[src/sv/kdpc_pkg.sv]
`timescale 1ns / 1ps
`default_nettype none
// ----------------------------------------------------------------------------
// kdpc_pkg
// Shared types and constants for the key debounce and press classifier.
// ----------------------------------------------------------------------------
package kdpc_pkg;

  localparam int unsigned NUM_KEYS  = 3;
  localparam int unsigned RAW_W     = 3;
  localparam int unsigned MASK_W    = 3;
  localparam int unsigned TIME_W    = 16;
  localparam int unsigned PERIOD_W  = 8;
  localparam int unsigned CFG_IDX_W = 3;
  localparam int unsigned CFG_W     = 16;

  localparam logic [TIME_W-1:0]   PRESS_CAP          = 16'd60000;
  localparam logic [TIME_W-1:0]   TIME_MAX           = 16'hFFFF;
  localparam logic [TIME_W-1:0]   DEBOUNCE_RESET     = 16'd20;
  localparam logic [PERIOD_W-1:0] SCAN_PERIOD_RESET  = 8'd10;
  localparam logic [TIME_W-1:0]   LONG_PRESS_RESET   = 16'd1000;
  localparam logic [TIME_W-1:0]   STARTUP_IGN_RESET  = 16'd500;
  localparam logic                ACTIVE_LEVEL_RESET = 1'b0;
  localparam logic                INACTIVE_AT_RESET  = 1'b1;

  typedef enum logic [CFG_IDX_W-1:0] {
    CFG_DEBOUNCE_TIME       = 3'd0,
    CFG_SCAN_PERIOD         = 3'd1,
    CFG_LONG_PRESS_TIME     = 3'd2,
    CFG_STARTUP_IGNORE_TIME = 3'd3,
    CFG_ACTIVE_LEVEL        = 3'd4
  } cfg_reg_e;

  typedef enum logic {
    REQ_SCAN    = 1'b0,
    REQ_RESTART = 1'b1
  } req_type_e;

endpackage

`default_nettype wire

[src/sv/key_debounce_press_classifier.sv]
`timescale 1ns / 1ps
`default_nettype none
// throughput: one item per cycle unless the result side stalls, set by the
//   single pass from the input register through the per-key update logic
//   into the result register
// reset: asynchronous, clears config to defaults, keys to inactive,
//   startup ignore countdown to 500 and both pipeline stages to empty
// ----------------------------------------------------------------------------
// key_debounce_press_classifier
// Debounces three keys per scan tick and reports short and long presses,
// with a startup ignore countdown and an all-released arming step.
// ----------------------------------------------------------------------------
module key_debounce_press_classifier
  import kdpc_pkg::*;
(
  input  wire logic                 clk_i,
  input  wire logic                 rst_ni,
  input  wire logic                 cfg_we_i,
  input  wire logic [CFG_IDX_W-1:0] cfg_index_i,
  input  wire logic [CFG_W-1:0]     cfg_data_i,
  input  wire logic                 in_valid_i,
  output logic                      in_stall_o,
  input  wire logic                 req_type_i,
  input  wire logic [RAW_W-1:0]     raw_levels_i,
  output logic                      out_valid_o,
  input  wire logic                 out_stall_i,
  output logic [MASK_W-1:0]         short_press_mask_o,
  output logic [MASK_W-1:0]         long_press_mask_o,
  output logic                      input_armed_o
);

  // configuration
  logic [TIME_W-1:0]   debounce_time_q;
  logic [PERIOD_W-1:0] scan_period_q;
  logic [TIME_W-1:0]   long_press_time_q;
  logic [TIME_W-1:0]   startup_ignore_time_q;
  logic                active_level_q;

  // input stage
  logic               in_valid_q;
  logic               req_type_q;
  logic [RAW_W-1:0]   raw_levels_q;
  logic               advance;
  logic               in_accept;

  // key state
  logic [NUM_KEYS-1:0] stable_q, stable_d;
  logic [NUM_KEYS-1:0] prev_q, prev_d;
  logic [TIME_W-1:0]   hold_q [NUM_KEYS];
  logic [TIME_W-1:0]   hold_d [NUM_KEYS];
  logic [TIME_W-1:0]   press_q [NUM_KEYS];
  logic [TIME_W-1:0]   press_d [NUM_KEYS];
  logic [NUM_KEYS-1:0] short_rep_q, short_rep_d;
  logic [NUM_KEYS-1:0] long_rep_q, long_rep_d;
  logic [TIME_W-1:0]   ignore_q, ignore_d;
  logic [TIME_W-1:0]   confirm_q, confirm_d;
  logic                armed_q, armed_d;

  logic [NUM_KEYS-1:0] raw_ext;
  logic [NUM_KEYS-1:0] ev_short, ev_long;
  logic [MASK_W-1:0]   smask_d, lmask_d;

  // result stage
  logic                out_valid_q;
  logic [MASK_W-1:0]   smask_q, lmask_q;
  logic                armed_out_q;

  assign advance   = in_valid_q && (!out_valid_q || !out_stall_i);
  assign in_stall_o = in_valid_q && !advance;
  assign in_accept = in_valid_i && !in_stall_o;

  always_ff @(posedge clk_i or negedge rst_ni) begin
    if (!rst_ni) begin
      debounce_time_q       <= DEBOUNCE_RESET;
      scan_period_q         <= SCAN_PERIOD_RESET;
      long_press_time_q     <= LONG_PRESS_RESET;
      startup_ignore_time_q <= STARTUP_IGN_RESET;
      active_level_q        <= ACTIVE_LEVEL_RESET;
    end else if (cfg_we_i) begin
      case (cfg_index_i)
        CFG_DEBOUNCE_TIME:       debounce_time_q       <= cfg_data_i;
        CFG_SCAN_PERIOD:         scan_period_q         <= cfg_data_i[PERIOD_W-1:0];
        CFG_LONG_PRESS_TIME:     long_press_time_q     <= cfg_data_i;
        CFG_STARTUP_IGNORE_TIME: startup_ignore_time_q <= cfg_data_i;
        CFG_ACTIVE_LEVEL:        active_level_q        <= cfg_data_i[0];
        default: ;
      endcase
    end
  end

  always_ff @(posedge clk_i or negedge rst_ni) begin
    if (!rst_ni) begin
      in_valid_q <= 1'b0;
    end else if (in_accept) begin
      in_valid_q <= 1'b1;
    end else if (advance) begin
      in_valid_q <= 1'b0;
    end
  end

  always_ff @(posedge clk_i) begin
    if (in_accept) begin
      req_type_q   <= req_type_i;
      raw_levels_q <= raw_levels_i;
    end
  end

  // keys beyond the raw field read as zero
  always_comb begin
    raw_ext = '0;
    for (int k = 0; k < NUM_KEYS; k++) begin
      if (k < RAW_W) begin
        raw_ext[k] = raw_levels_q[k];
      end
    end
  end

  always_comb begin
    logic                 s;
    logic                 none_active;
    logic [TIME_W:0]      sum;
    logic [TIME_W-1:0]    pd;
    logic [TIME_W:0]      psum;

    stable_d    = stable_q;
    prev_d      = prev_q;
    short_rep_d = short_rep_q;
    long_rep_d  = long_rep_q;
    ignore_d    = ignore_q;
    confirm_d   = confirm_q;
    armed_d     = armed_q;
    ev_short    = '0;
    ev_long     = '0;
    none_active = 1'b1;
    s           = 1'b0;
    sum         = '0;
    pd          = '0;
    psum        = '0;
    for (int k = 0; k < NUM_KEYS; k++) begin
      hold_d[k]  = hold_q[k];
      press_d[k] = press_q[k];
    end

    if (req_type_q == REQ_RESTART || ignore_q != '0 || !armed_q) begin
      // resync every key to its raw level
      stable_d    = raw_ext;
      prev_d      = raw_ext;
      short_rep_d = '0;
      long_rep_d  = '0;
      for (int k = 0; k < NUM_KEYS; k++) begin
        hold_d[k]  = '0;
        press_d[k] = '0;
      end
      if (req_type_q == REQ_RESTART) begin
        ignore_d  = startup_ignore_time_q;
        confirm_d = '0;
        armed_d   = 1'b0;
      end else if (ignore_q != '0) begin
        if (ignore_q > {8'd0, scan_period_q}) begin
          ignore_d = ignore_q - {8'd0, scan_period_q};
        end else begin
          ignore_d = '0;
        end
        confirm_d = '0;
      end else begin
        for (int k = 0; k < NUM_KEYS; k++) begin
          if (raw_ext[k] == active_level_q) begin
            none_active = 1'b0;
          end
        end
        if (none_active) begin
          confirm_d = confirm_q;
          if (confirm_q < debounce_time_q) begin
            sum = {1'b0, confirm_q} + {9'd0, scan_period_q};
            confirm_d = sum[TIME_W] ? TIME_MAX : sum[TIME_W-1:0];
          end
          if (confirm_d >= debounce_time_q) begin
            armed_d = 1'b1;
          end
        end else begin
          confirm_d = '0;
        end
      end
    end else begin
      for (int k = 0; k < NUM_KEYS; k++) begin
        s = raw_ext[k];
        if (s == prev_q[k]) begin
          if (hold_q[k] < debounce_time_q) begin
            sum = {1'b0, hold_q[k]} + {9'd0, scan_period_q};
            hold_d[k] = sum[TIME_W] ? TIME_MAX : sum[TIME_W-1:0];
          end else begin
            stable_d[k] = s;
          end
        end else begin
          hold_d[k] = '0;
          prev_d[k] = s;
          if (s != active_level_q) begin
            stable_d[k] = s;
          end
        end
        if (stable_d[k] == active_level_q) begin
          pd = press_q[k];
          if (press_q[k] < PRESS_CAP) begin
            psum = {1'b0, press_q[k]} + {9'd0, scan_period_q};
            pd = (psum > {1'b0, PRESS_CAP}) ? PRESS_CAP : psum[TIME_W-1:0];
          end
          press_d[k] = pd;
          if (!short_rep_q[k]) begin
            ev_short[k]    = 1'b1;
            short_rep_d[k] = 1'b1;
          end
          if (pd >= long_press_time_q && !long_rep_q[k]) begin
            ev_short[k]   = 1'b0;
            ev_long[k]    = 1'b1;
            long_rep_d[k] = 1'b1;
          end
        end else begin
          press_d[k]     = '0;
          long_rep_d[k]  = 1'b0;
          short_rep_d[k] = 1'b0;
        end
      end
    end
  end

  // mask bits beyond the output width are dropped
  always_comb begin
    smask_d = '0;
    lmask_d = '0;
    for (int i = 0; i < NUM_KEYS; i++) begin
      if (i < MASK_W) begin
        smask_d[i] = ev_short[i];
        lmask_d[i] = ev_long[i];
      end
    end
  end

  always_ff @(posedge clk_i or negedge rst_ni) begin
    if (!rst_ni) begin
      stable_q    <= {NUM_KEYS{INACTIVE_AT_RESET}};
      prev_q      <= {NUM_KEYS{INACTIVE_AT_RESET}};
      short_rep_q <= '0;
      long_rep_q  <= '0;
      ignore_q    <= STARTUP_IGN_RESET;
      confirm_q   <= '0;
      armed_q     <= 1'b0;
      for (int k = 0; k < NUM_KEYS; k++) begin
        hold_q[k]  <= '0;
        press_q[k] <= '0;
      end
    end else if (advance) begin
      stable_q    <= stable_d;
      prev_q      <= prev_d;
      short_rep_q <= short_rep_d;
      long_rep_q  <= long_rep_d;
      ignore_q    <= ignore_d;
      confirm_q   <= confirm_d;
      armed_q     <= armed_d;
      for (int k = 0; k < NUM_KEYS; k++) begin
        hold_q[k]  <= hold_d[k];
        press_q[k] <= press_d[k];
      end
    end
  end

  always_ff @(posedge clk_i or negedge rst_ni) begin
    if (!rst_ni) begin
      out_valid_q <= 1'b0;
    end else if (advance) begin
      out_valid_q <= 1'b1;
    end else if (!out_stall_i) begin
      out_valid_q <= 1'b0;
    end
  end

  always_ff @(posedge clk_i) begin
    if (advance) begin
      smask_q     <= smask_d;
      lmask_q     <= lmask_d;
      armed_out_q <= armed_d;
    end
  end

  assign out_valid_o        = out_valid_q;
  assign short_press_mask_o = smask_q;
  assign long_press_mask_o  = lmask_q;
  assign input_armed_o      = armed_out_q;

endmodule

`default_nettype wire

[config.mk]
export PLATFORM = sky130hd
export DESIGN_NAME = key_debounce_press_classifier
export DESIGN_NICKNAME = d
export VERILOG_FILES = /design/src/sv/kdpc_pkg.sv /design/src/sv/key_debounce_press_classifier.sv
export SDC_FILE = /design/constraint.sdc
export NUM_CORES = 1
export LEC_CHECK = 0
export ABC_CLOCK_PERIOD_IN_PS = 6210
export BUFFER_PORTS_ARGS = -buffer_cell sky130_fd_sc_hd__buf_2
export CAP_MARGIN = 20
export CELL_PAD_IN_SITES_DETAIL_PLACEMENT = 2
export CELL_PAD_IN_SITES_GLOBAL_PLACEMENT = 2
export CORE_MARGIN = 2
export CORE_UTILIZATION = 41
export CTS_BUF_LIST = sky130_fd_sc_hd__clkbuf_2 sky130_fd_sc_hd__clkbuf_4 sky130_fd_sc_hd__clkbuf_8
export CTS_CLUSTER_DIAMETER = 100
export DETAILED_ROUTE_END_ITERATION = 6
export PLACE_DENSITY_LB_ADDON = 0.15
export SETUP_SLACK_MARGIN = 0.5
export SYNTH_ARGS = -nofsm -noshare
export SYNTH_HDL_FRONTEND = slang
export SYNTH_SLANG_ARGS = --single-unit
[constraint.sdc]
create_clock -name clk_i -period 6.21 [get_ports clk_i]
set_input_delay 0.3105 -clock clk_i [delete_from_list [all_inputs] [get_ports clk_i]]
set_output_delay 0.3105 -clock clk_i [all_outputs]
set_load 0.05 [all_outputs]
==> reports/metrics.yaml, run 1 <==
setup_path:
  cp_max_fo: 16
  crit_type: "reg -> reg"
  cp.required_ns: 6.68
  arrival_ns: 6.02
  endpoint_kind: "register"
  critPathLaunchType: "register"
routing:
  wl_per_cell_um: 24.8
  first_pass_iters: 5
  dr.first_iter.drc_count: 876
  drt-total-wl_um: 64600
  drc_errors: 0
  vias: 16000
  postRouteAntennaNets: 0
  via_per_inst: 6.15
final_layout:
  stdcell_count: 2602
  nets: 2258
  diodes: 0
  utilization_pct: 46.6
  stdcell_area_um2: 18900
  syn_to_final_growth_pct: 12.7
  drive_gt1_share_pct: 14.1
timing:
  grt_setup_unrepaired: "false"
  tightest_slew_ns: 1.07
  period_minus_slack_ns: 5.56
  report.final.setup_viol: 0
  fin_crit_sh_pct: 89.5
  slew_headroom_pct: 28.5
  max_freq_mhz: 180
  fin_setup_tns_ns: 0
  slew_violations: 0
  hold_violations: 0
  skew_ns: 0.0459
global_routing:
  grt_pass1_wl_um: 102000
  grt_pass1_vias: 17600
  overflow: 0
  track_usage_pct: 31.1
  grt_max_degree: 102
  antenna_found_initial: 4
clock_tree:
  h-tree-depth: 2
  clk_latency_ns: 0.64
  tritoncts: "done"
  clock-sinks: 211
  cts_made_buffers: 44
  cts_root_buf: "clkbuf_8"
  cts_buffer_depth: 3
  clkTransAtPathRegs_ns: 0.06
logic_synthesis:
  syn_inst: 1979
  synth_nets: 2203
  ys_top_cells_by_area: "dfrtp_1 (26%), ha_1 (14%), o21ai_0 (5.6%), nand2_1 (5.4%), dfstp_2 (4.4%)"
  synth_cell_types: 91
  netlist.area_leader.share_pct: 25.7
  synth_commonest_cells: "nand2_1 (241), o21ai_0 (189), ha_1 (188)"
  async_flop_share_pct: 94.8
  netlist_area_um2: 16800
  synth_top_cell_by_area: "dfrtp_1"
  ys_ff_latch: 211
  synth-seq-area-share_pct: 32.0
  yosys_warnings: 0
  yosysMostFrequentCell: "nand2_1"
  synth-edff-count: 11
  syn_area_per_cell_um2: 8.47
  dominantRegCellSynth: "dfrtp_1"
floorplanning:
  rows: 74
  dieArea_um2: 42500
  die_w_um: 206
  core-area_um2: 40600
  initial_core_util_pct: 41.3
  fp.dieH_um: 206
  ios: 37
power:
  leakage_nw: 8.57
  irDropWorstVdd_mv: 0.261
  pwr_density_cell_nw_per_um2: 263
placed_design:
  place_area_um2: 17500
  dp_hpwl_um: 45700
  dp.cells: 2492
  place_congestion: 0.850
  numPortBuffers: 36
run:
  cap_violations: 0
status:
  status: "completed"
worst_hold_path:
  hold_class: "in -> reg"
where the power goes:
part           internal [W]  leakage (nW)  switching [W]
Combinational      0.000588          5.34       0.000993
Sequential          0.00156          2.71       0.000169
Clock              0.000924         0.522       0.000733
per-stage QoR:
stage | hold WS, ns | worst slack, ns | total power [W]
final | 0.0476 | 0.654 | 0.00497
after global routing | 0.0498 | 0.424 | 0.00525
after CTS | 0.00188 | 0.533 | 0.00495
after detailed placement | 0.468 | 0.194 | 0.00324
after global placement | 0.469 | 0.518 | 0.00313
after floorplan | 0.0149 | 0.816 | 0.00267
path summary, 6_finish.rpt:
check                            startpoint                to  slack [ns]  cells after the start
setup / recovery           scan_period_q[6]     long_rep_q[1]        0.65                     20
hold / removal                cfg_data_i[6]  scan_period_q[6]        0.05                      3
setup reg to reg           scan_period_q[6]     long_rep_q[1]        0.65                     20
hold reg to reg                 ignore_q[6]       ignore_q[6]        0.49                      2
max in group asynchronous            rst_ni       press_q[38]        4.26                      3
min in group asynchronous            rst_ni       press_q[29]        0.32                      2
critical path: stages, from the launching register on:
cell       delay [ns]
dfrtp_1          0.86
ha_1             0.41
and3_1           0.22
and3_1           0.17
o31a_4           0.38
nor2_4           0.12
a32oi_1          0.11
or4b_4           0.56
a211oi_4         0.24
buf_4            0.27
o31ai_1          0.11
ha_1             0.31
a21o_1           0.15
a21o_1           0.18
a21o_1           0.18
a211o_1          0.29
a21oi_1          0.11
o21ai_0          0.14
a221oi_2         0.35
nor2_1           0.07
a2bb2oi_1        0.15
layout by cell type (no fill, tap or decap), drive strengths merged, types with 7 or more instances in the layout:
cell type / instances
a211o: 10
a211oi: 15
a21boi: 9
a21o: 51
a21oi: 132
a22oi: 11
a2bb2oi: 7
a31o: 13
a31oi: 29
and2: 15
and3: 22
and4: 11
buf: 74
clkbuf: 74
clkinv: 8
dfrtp: 172
dfstp: 28
dlygate4sd3: 19
edfxtp: 11
fa: 8
ha: 188
inv: 94
mux2: 23
nand2: 242
nand2b: 35
nand3: 46
nand4: 21
nor2: 134
nor2b: 27
nor3: 55
nor4: 13
o211ai: 15
o21a: 30
o21ai: 218
o31ai: 30
or2: 9
or3: 14
xnor2: 34
xor2: 26
sequential cells by signal, indices dropped and copies added (netlist names), 3 cells and up:
name,flops
ignore_q,16
scan_period_q,8
startup_ignore_time_q,16
stable_q,3
prev_q,3
debounce_time_q,16
confirm_q,16
long_press_mask_o,3
hold_q,48
short_press_mask_o,3
short_rep_q,3
press_q,48
long_rep_q,3
long_press_time_q,16
raw_ext,3
cells by family after synthesis:
logic type,count (synthesis),synth area share (%)
AOI/OAI and AO/OA,633,24.3
xor gates and xnor gates,60,3.14
adders and majority gates,196,15.0
buffers and inverters,178,4.14
DFF,211,32.0
muxes,29,1.90
and+or+nand+nor,672,19.5
layout make-up:
cell class / instances / area, um^2
well taps: 532 / 666
repair buffers: 94 / 698
flip-flops and latches: 211 / 5370
inverters: 93 / 349
multi-input cells: 1590 / 10800
clock buffers: 73 / 905
clock inverters: 9 / 60.1
fillers: 4483 / 21700
routing by layer:
metal	part of all wire, %	vias up	wire length [um]	GRT usage [%]
li1	-	7319	-	-
met2	49	287	31900	54.4
met4	3.7	0	2380	12.0
met1	44	8279	28200	39.2
met5	0	-	0	0
met3	3.2	129	2060	3.53
repair_timing:
item                                    CTS  global route
pin swaps                                 3             9
setup buffers                             3             4
resized for setup                         8            23
endpoints found under the setup margin    8            11
hold endpoints to repair                117             0
hold buffers                             19             0
No activity file was read; power rests on OpenSTA's default activity.
==> inputs of run 2 (changes only) <==
--- a/config.mk
+++ b/config.mk
@@ -7,3 +7,3 @@
 export LEC_CHECK = 0
-export ABC_CLOCK_PERIOD_IN_PS = 6210
+export ABC_CLOCK_PERIOD_IN_PS = 5700
 export BUFFER_PORTS_ARGS = -buffer_cell sky130_fd_sc_hd__buf_2
==> constraint.sdc (replaced) <==
create_clock -name clk_i -period 5.7 [get_ports clk_i]
set_input_delay 0.285 -clock clk_i [delete_from_list [all_inputs] [get_ports clk_i]]
set_output_delay 0.285 -clock clk_i [all_outputs]
set_load 0.02 [all_outputs]
==> run 2 against run 1 <==
Via count is 9.4% higher. Count of clock-buffer cells in the layout down 10. Design area grew 5.6%. Total power grew 18%. Clock skew rose by 0.0092 ns. Setup slack lost 0.64 ns. Clock power grew 18%. Sequential power increased by 9.8%. Largest power group is now combinational logic. Cell count increased by 2.5%. Global-route usage is 4.4 points higher. Critical endpoint unchanged. Largest cell class unchanged. Critical path depth rose by 3. Fmax fell by 2.3%.
==> reports/metrics.yaml, run 2 (synthesis gave the netlist of run 1 again) <==
routing:
  drt-total-wl_um: 81200
  vias: 17500
  drc_errors: 0
  dr.first_iter.drc_count: 1345
  via_per_inst: 6.56
  first_pass_iters: 5
  postRouteAntennaNets: 0
  wl_per_cell_um: 30.4
setup_path:
  critPathLaunchType: "register"
  cp_max_fo: 5
  endpoint_kind: "register"
  cp.required_ns: 6.18
  arrival_ns: 6.17
  crit_type: "reg -> reg"
timing:
  hold_violations: 0
  grt_setup_unrepaired: "true"
  report.final.setup_viol: 0
  tightest_slew_ns: 1.07
  fin_crit_sh_pct: 99.8
  max_freq_mhz: 176
  slew_headroom_pct: 27.7
  slew_violations: 0
  skew_ns: 0.0551
  fin_setup_tns_ns: 0
  period_minus_slack_ns: 5.69
  fin_hold_ws_ns: 0.129
floorplanning:
  core-area_um2: 40600
  ios: 37
  rows: 74
  initial_core_util_pct: 41.3
  fp.dieH_um: 206
  dieArea_um2: 42500
  die_w_um: 206
final_layout:
  syn_to_final_growth_pct: 19.0
  nets: 2323
  layout_common_cells: "nand2_1 (237), o21ai_0 (181), ha_1 (180)"
  utilization_pct: 49.2
  mostFrequentLayoutCell: "nand2_1"
  reg.largest.list: "hold_q x48, press_q x48"
  drive_gt1_share_pct: 19.5
  stdcell_area_um2: 19900
placed_design:
  place_congestion: 0.882
  dp_hpwl_um: 46200
  place_area_um2: 17600
  numPortBuffers: 36
global_routing:
  antenna_found_initial: 2
  grt_max_degree: 136
  track_usage_pct: 35.5
  grt_pass1_vias: 19100
  grt_pass1_wl_um: 115000
  overflow: 0
clock_tree:
  clkTransAtPathRegs_ns: 0.08
  cts_made_buffers: 44
  clock-sinks: 211
  tritoncts: "done"
  h-tree-depth: 2
  clk_latency_ns: 0.69
  cts_root_buf: "clkbuf_8"
  cts_buffer_depth: 3
power:
  irDropWorstVdd_mv: 0.292
  leakage_nw: 8.99
  pwr_density_cell_nw_per_um2: 293
worst_hold_path:
  hold_class: "in -> reg"
run:
  cap_violations: 0
status:
  status: "completed"
-- run 2: final cells by class --
cell class	instances	area, um^2
clock inverters	19	174
fillers	4340	20600
repair buffers	159	1240
multi-input cells	1590	11300
well taps	532	666
inverters	93	353
clock buffers	63	817
diodes	1	2.50
flip-flops and latches	211	5380
-- run 2: repair_timing --
item / CTS / global route
hold endpoints to repair: 108 / 0
hold buffers: 24 / 0
gates resized for setup: 44 / 86
pin swaps: 42 / 43
setup endpoints to repair: 8 / 11
buffers inserted: 44 / 18
-- run 2: layer usage --
| metal | vias to the layer above | GRT usage [%] | share of wire, % |
|---|---|---|---|
| li1 | 7461 | - | - |
| met1 | 8921 | 42.6 | 39 |
| met2 | 778 | 61.1 | 49 |
| met3 | 350 | 5.58 | 5.8 |
| met4 | 2 | 18.4 | 6.7 |
| met5 | - | 0 | 0.014 |
-- run 2: report_power, final --
group          switching (W)  internal, W
sequential          0.000197      0.00170
combinational        0.00126     0.000733
clock               0.000889      0.00107
total                0.00234      0.00350
-- run 2: per-stage QoR --
stage	cells	power (W)	setup WS, ns
4_1_cts	2648	0.00555	0.503
3_3_place_gp	2498	0.00342	0.544
6_report	2668	0.00585	0.0106
2_1_floorplan	1979	0.00291	0.501
3_5_place_dp	2498	0.00355	0.332
5_1_grt	2667	0.00607	-0.0912
-- run 2: path summary, 6_finish.rpt --
| kind | startpoint | to | slack, ns | depth (start not counted) |
|---|---|---|---|---|
| max | scan_period_q[1] | long_rep_q[1] | 0.01 | 23 |
| min | cfg_index_i[1] | active_level_q | 0.13 | 3 |
| max reg2reg | scan_period_q[1] | long_rep_q[1] | 0.01 | 23 |
| min reg2reg | ignore_q[4] | ignore_q[4] | 0.50 | 2 |
| max in group asynchronous | rst_ni | hold_q[43] | 4.20 | 3 |
| min in group asynchronous | rst_ni | press_q[29] | 0.20 | 2 |
-- run 2: critical path: stages, from the launching register on --
cell and delay [ns]:
dfstp_2 0.62, clkinvlp_4 0.18, buf_6 0.17, fa_2 0.41
nand2b_4 0.19, a211oi_4 0.37, nor3_4 0.10, nor3_2 0.27
buf_4 0.22, and3_1 0.19, o2111a_1 0.26, a211oi_4 0.09
buf_6 0.14, o31ai_1 0.26, ha_1 0.32, a21o_1 0.23
a21o_1 0.19, a21o_1 0.17, a211o_1 0.30, a21oi_2 0.16
o21ai_2 0.09, a221oi_4 0.35, nor2_1 0.08, a2bb2oi_1 0.15
